**src/hdl/rmad_pkg.sv**
```systemverilog
// rmad_pkg: shared types, widths and codes for the running median block.
// No dependencies; used by every module under hdl/.
`default_nettype none

package rmad_pkg;

	localparam int CAPACITY  = 256;
	localparam int CNT_W     = $clog2(CAPACITY + 1);
	localparam int VAL_W     = 32;
	localparam int SUM_W     = 48;
	localparam int COST_W    = 40;
	localparam int CNT_OUT_W = 9;
	localparam int ACT_W     = 2;
	localparam int STAT_W    = 2;
	localparam int MDATA_W   = ((CNT_OUT_W + 2 * VAL_W + COST_W + 7) / 8) * 8;
	localparam int MDATA_PAD = MDATA_W - (CNT_OUT_W + 2 * VAL_W + COST_W);

	// bit offsets inside m_tdata
	localparam int MLO_LSB  = CNT_OUT_W;
	localparam int MHI_LSB  = MLO_LSB + VAL_W;
	localparam int COST_LSB = MHI_LSB + VAL_W;

	typedef logic signed [VAL_W-1:0] val_t;
	typedef logic [CNT_W-1:0]        cnt_t;
	typedef logic signed [SUM_W-1:0] sum_t;

	localparam logic [ACT_W-1:0] ACT_INSERT = 2'd0;
	localparam logic [ACT_W-1:0] ACT_ERASE  = 2'd1;
	localparam logic [ACT_W-1:0] ACT_QUERY  = 2'd2;

	localparam logic [STAT_W-1:0] STAT_DONE   = 2'd0;
	localparam logic [STAT_W-1:0] STAT_ABSENT = 2'd1;
	localparam logic [STAT_W-1:0] STAT_FULL   = 2'd2;

	localparam logic [COST_W-1:0] COST_MAX = '1;

	typedef enum logic [1:0] {
		ST_IDLE,
		ST_CMP,
		ST_SEL,
		ST_SUM
	} fsm_t;

	// per-cycle command broadcast to every cell
	typedef struct packed {
		logic ins;
		logic del;
		val_t val;
	} cell_ctl_t;

endpackage

`default_nettype wire

```
**src/hdl/rmad_cell.sv**
```systemverilog
// rmad_cell: one slot of the sorted row; compares, shifts and reports rank picks.
// Depends on rmad_pkg.
`default_nettype none

module rmad_cell (
	input  wire logic               clk,
	input  wire rmad_pkg::cnt_t     idx,
	input  wire rmad_pkg::cell_ctl_t ctl,
	input  wire rmad_pkg::cnt_t     count,
	input  wire rmad_pkg::cnt_t     lo_rank,
	input  wire rmad_pkg::cnt_t     hi_rank,
	input  wire rmad_pkg::cnt_t     hm1_rank,
	input  wire logic               left_le,
	input  wire rmad_pkg::val_t     left_val,
	input  wire rmad_pkg::val_t     right_val,
	output rmad_pkg::val_t          val,
	output logic                    le,
	output logic                    eq,
	output logic                    below_ins,
	output logic                    below_del,
	output rmad_pkg::val_t          pick_lo,
	output rmad_pkg::val_t          pick_hi
);
	import rmad_pkg::*;

	val_t val_q;
	logic valid;
	logic lt;

	assign valid = (idx < count);
	assign le    = valid && (val_q <= ctl.val);
	assign lt    = valid && (val_q < ctl.val);
	assign eq    = valid && (val_q == ctl.val);

	// cell at rank hi-1 tells whether the insert/erase point lies in the lower half
	assign below_ins = (idx == hm1_rank) && !le;
	assign below_del = (idx == hm1_rank) && !lt;

	assign pick_lo = (idx == lo_rank) ? val_q : '0;
	assign pick_hi = (idx == hi_rank) ? val_q : '0;
	assign val     = val_q;

	always_ff @(posedge clk) begin
		if (ctl.ins && !le) begin
			val_q <= left_le ? ctl.val : left_val;
		end else if (ctl.del && !lt) begin
			val_q <= right_val;
		end
	end

endmodule

`default_nettype wire

```
**config.mk**
```make
export PLATFORM = sky130hd
export DESIGN_NAME = rmad_cell
export DESIGN_NICKNAME = d
export VERILOG_FILES = /design/src/hdl/rmad_pkg.sv /design/src/hdl/rmad_cell.sv
export SDC_FILE = /design/constraint.sdc
export NUM_CORES = 1
export LEC_CHECK = 0
export BUFFER_PORTS_ARGS = -buffer_cell sky130_fd_sc_hd__buf_2
export CORE_ASPECT_RATIO = 0.7
export CORE_UTILIZATION = 34
export CTS_CLUSTER_DIAMETER = 150
export DETAILED_ROUTE_END_ITERATION = 10
export GPL_ROUTABILITY_DRIVEN = 0
export PLACE_DENSITY = 0.72
export SLEW_MARGIN = 20
export SYNTH_ARGS = -nofsm -noshare
export SYNTH_HDL_FRONTEND = slang
export SYNTH_SLANG_ARGS = --single-unit
export TNS_END_PERCENT = 30
```
**constraint.sdc**
```tcl
create_clock -name clk -period 5.15 [get_ports clk]
set_input_delay 0.7725 -clock clk [delete_from_list [all_inputs] [get_ports clk]]
set_output_delay 0.7725 -clock clk [all_outputs]
set_load 0.005 [all_outputs]
```
==> flow_metrics.env <==
export IMPL_report_final_slew_viol_count=0
export IMPL_slowest_stage="nor4_2"
export IMPL_synth_edf_count=32
export IMPL_n_antenna_cell=0
export IMPL_cts_tree="yes"
export IMPL_drt_pass1_iterations=4
export IMPL_skew_ps=5.64
export IMPL_hpwl_um=9330
export IMPL_die_area_um2=11300
export IMPL_synth_top_area_share=0.261
export IMPL_yosys_register_bits=32
export IMPL_fp_coreArea_um2=10400
export IMPL_status="finished, final reports clean"
export IMPL_routed_wl_um=11400
export IMPL_place_inst=728
export IMPL_largest_reg_flops=32
export IMPL_maxCapViolations=0
export IMPL_cpMostUsedCell="buf_2"
export IMPL_max_stage_delay_ps=400
export IMPL_r2r_cells=9
export IMPL_finalCriticalPeriod_ps=3830
export IMPL_fmax_mhz=261
export IMPL_cellPowerDensity_nw_per_um2=235
export IMPL_htree_levels=2
export IMPL_cp_arrival_ps=3050
export IMPL_post_cts_resize_count=0
export IMPL_drcViolationCount=0
export IMPL_met1_usage=0.233
export IMPL_synthDistinctLibCells=41
export IMPL_grt_util_met2=0.379
export IMPL_yosys_top_cells_area="edfxtp_1 (26%), ha_1 (14%), mux2_4 (12%), and2_1 (11%), mux2_2 (10%)"
export IMPL_grt_usage=0.196
export IMPL_path_cells="buf_2 > inv_1 > ha_1 > nand2_1 > nor4_2 > and4_2 > o41a_2 > o22ai_2 > and2_2 > or2_2 > buf_2"
export IMPL_grtUsageMet3=0.0329
export IMPL_p_int_uw=814
export IMPL_setup_violations=0
export IMPL_post_cts_buffers=0
export IMPL_crit_cells=11
export IMPL_cts_num_sinks=32
export IMPL_num_vias=3557
export IMPL_slew_headroom=0.453
export IMPL_grt_max_degree=33
export IMPL_clock_latency_ps=270
export IMPL_peakVddDrop_mv=0.113
export IMPL_synth_area_leader_cell="edfxtp_1"
export IMPL_p_clk_frac=0.238
export IMPL_viasPerCell=4.83
export IMPL_pwr_share_seq=0.351
export IMPL_holdPathStages=2
export IMPL_cts_buffers=5
export IMPL_placementRows=31
export IMPL_grt_pass1_wl_um=17000
export IMPL_critPathTopFamily="simple AND/OR/NAND/NOR gates"
export IMPL_worst_pin_slew_ps=820
export IMPL_die_w_um=126
export IMPL_cts_root_buf="clkbuf_16"
export IMPL_clk_path_buf_depth=2
export IMPL_yosysWarnings=0
export IMPL_cp_required_ps=4380
export IMPL_switchingPower_uw=408
export IMPL_synth_ff_type="edfxtp_1"
export IMPL_p_sw_frac=0.334
export IMPL_fin_cells=737
export IMPL_ant_nets=0
export IMPL_antenna_found_initial=0
export IMPL_num_io_pins=245
export IMPL_syn_area_per_cell_um2=10.2
export IMPL_gr_total_overflow=0
export IMPL_synthCells=361
export IMPL_synthArstFlopShare=0
export IMPL_crit_buf_inv=3
export IMPL_combPwrFrac=0.411
export IMPL_grt_pass1_vias=3407
export IMPL_p_leak_uw=0.00281
export IMPL_wire_per_inst_um=15.5
export IMPL_numPortBuffers=244
export IMPL_drive_gt1_frac=0.550
export IMPL_holdCritPathClass="in2reg"
export IMPL_start_util=0.354
export IMPL_fin_setup_tns_ps=0
export IMPL_crit_path_end_kind="output port"
export IMPL_final_util=0.498
export IMPL_finalNetCount=789
export IMPL_crit_type="in2out"
export IMPL_cp_max_fo=4
export IMPL_whs_ps=795
export IMPL_fp_dieH_um=89.1
export IMPL_area_delta_synth_final_pct=40.9
export IMPL_hold_viol=0
export IMPL_critPathLaunchType="primary input"
export IMPL_synthesis_nets=546
export IMPL_rsz0062_at_grt="no"
export IMPL_synth_cell_area_um2=3690
export IMPL_busiest_layer="met2"
export IMPL_timing_final_crit_share=0.743
export IMPL_ys_seq_area_frac=0.261
export IMPL_synth_most_common_cell="and2_1"
export IMPL_yosys_top_cells_count="and2_1 (64), inv_1 (43), ha_1 (40)"
export IMPL_cts_reportedPaths_clkPinSlew_ps=60
export IMPL_drt_iter0_drc=103
export IMPL_hold_buffers=0
## final timing paths
| path | startpoint | endpoint | slack [ps] |
|---|---|---|---|
| worst max-delay path | ctl[31] | le | 1320 |
| worst min register to register | val[31] | val[25] | 1470 |
| worst max register to register | val[31] | val[16] | 1580 |
| worst min-delay path | right_val[8] | val[8] | 800 |
## cell families after synthesis
group / count (synthesis) / share of synthesized area
AND/OR/NAND/NOR: 109 / 0.181
multiplexers: 64 / 0.226
buffers and inverters: 56 / 0.0702
adder cells (fa/ha/maj): 40 / 0.136
AO/OA/AOI/OAI: 33 / 0.0628
flip-flops: 32 / 0.261
XOR/XNOR: 27 / 0.0641
## cell type report
cell class / instances / area [um2]
clock buffers: 6 / 129
clock inverters: 2 / 11.3
fillers: 967 / 5240
inverters: 43 / 161
multi-input cells: 273 / 2490
flip-flops and latches: 32 / 961
well taps: 132 / 165
repair buffers: 249 / 1280
## through the flow
step | power (uW) | area [um2] | setup slack (ps)
floorplan | 730 | 3690 | 922
global placement | 911 | 5030 | 1170
detailed placement | 928 | 5030 | 1100
CTS | 1230 | 5170 | 1300
global route | 1310 | 5200 | 1200
finish | 1220 | 5200 | 1320
## per-layer routing
metal | wire length [um] | vias up
met5 | 0 | -
met4 | 57 | 0
met3 | 794 | 4
met2 | 5730 | 166
met1 | 4850 | 1635
li1 | - | 1752
## power by group through the flow
| stage | logic (uW) | clock network, uW | registers (uW) |
|---|---|---|---|
| floorplan | 305 | 0 | 425 |
| global placement | 479 | 0 | 432 |
| detailed placement | 492 | 0 | 436 |
| CTS | 495 | 300 | 431 |
| global route | 556 | 310 | 440 |
| finish | 503 | 290 | 429 |
## placed cells by master, fill, tap and decap left out, types with 2 or more instances in the layout
cell type,n
clkbuf_16,5
ha_1,40
nor3_1,2
mux2_4,30
nor4_2,3
edfxtp_1,32
nor4_1,2
a21oi_4,2
inv_1,43
a21oi_1,13
nor2_1,6
buf_2,244
and2_1,64
xnor2_1,16
xor2_1,11
mux2_2,34
nand2_1,3
o21ai_0,6
nand4_1,11
buf_4,4
nand3_1,9
Power figures use the tool's default switching activity.
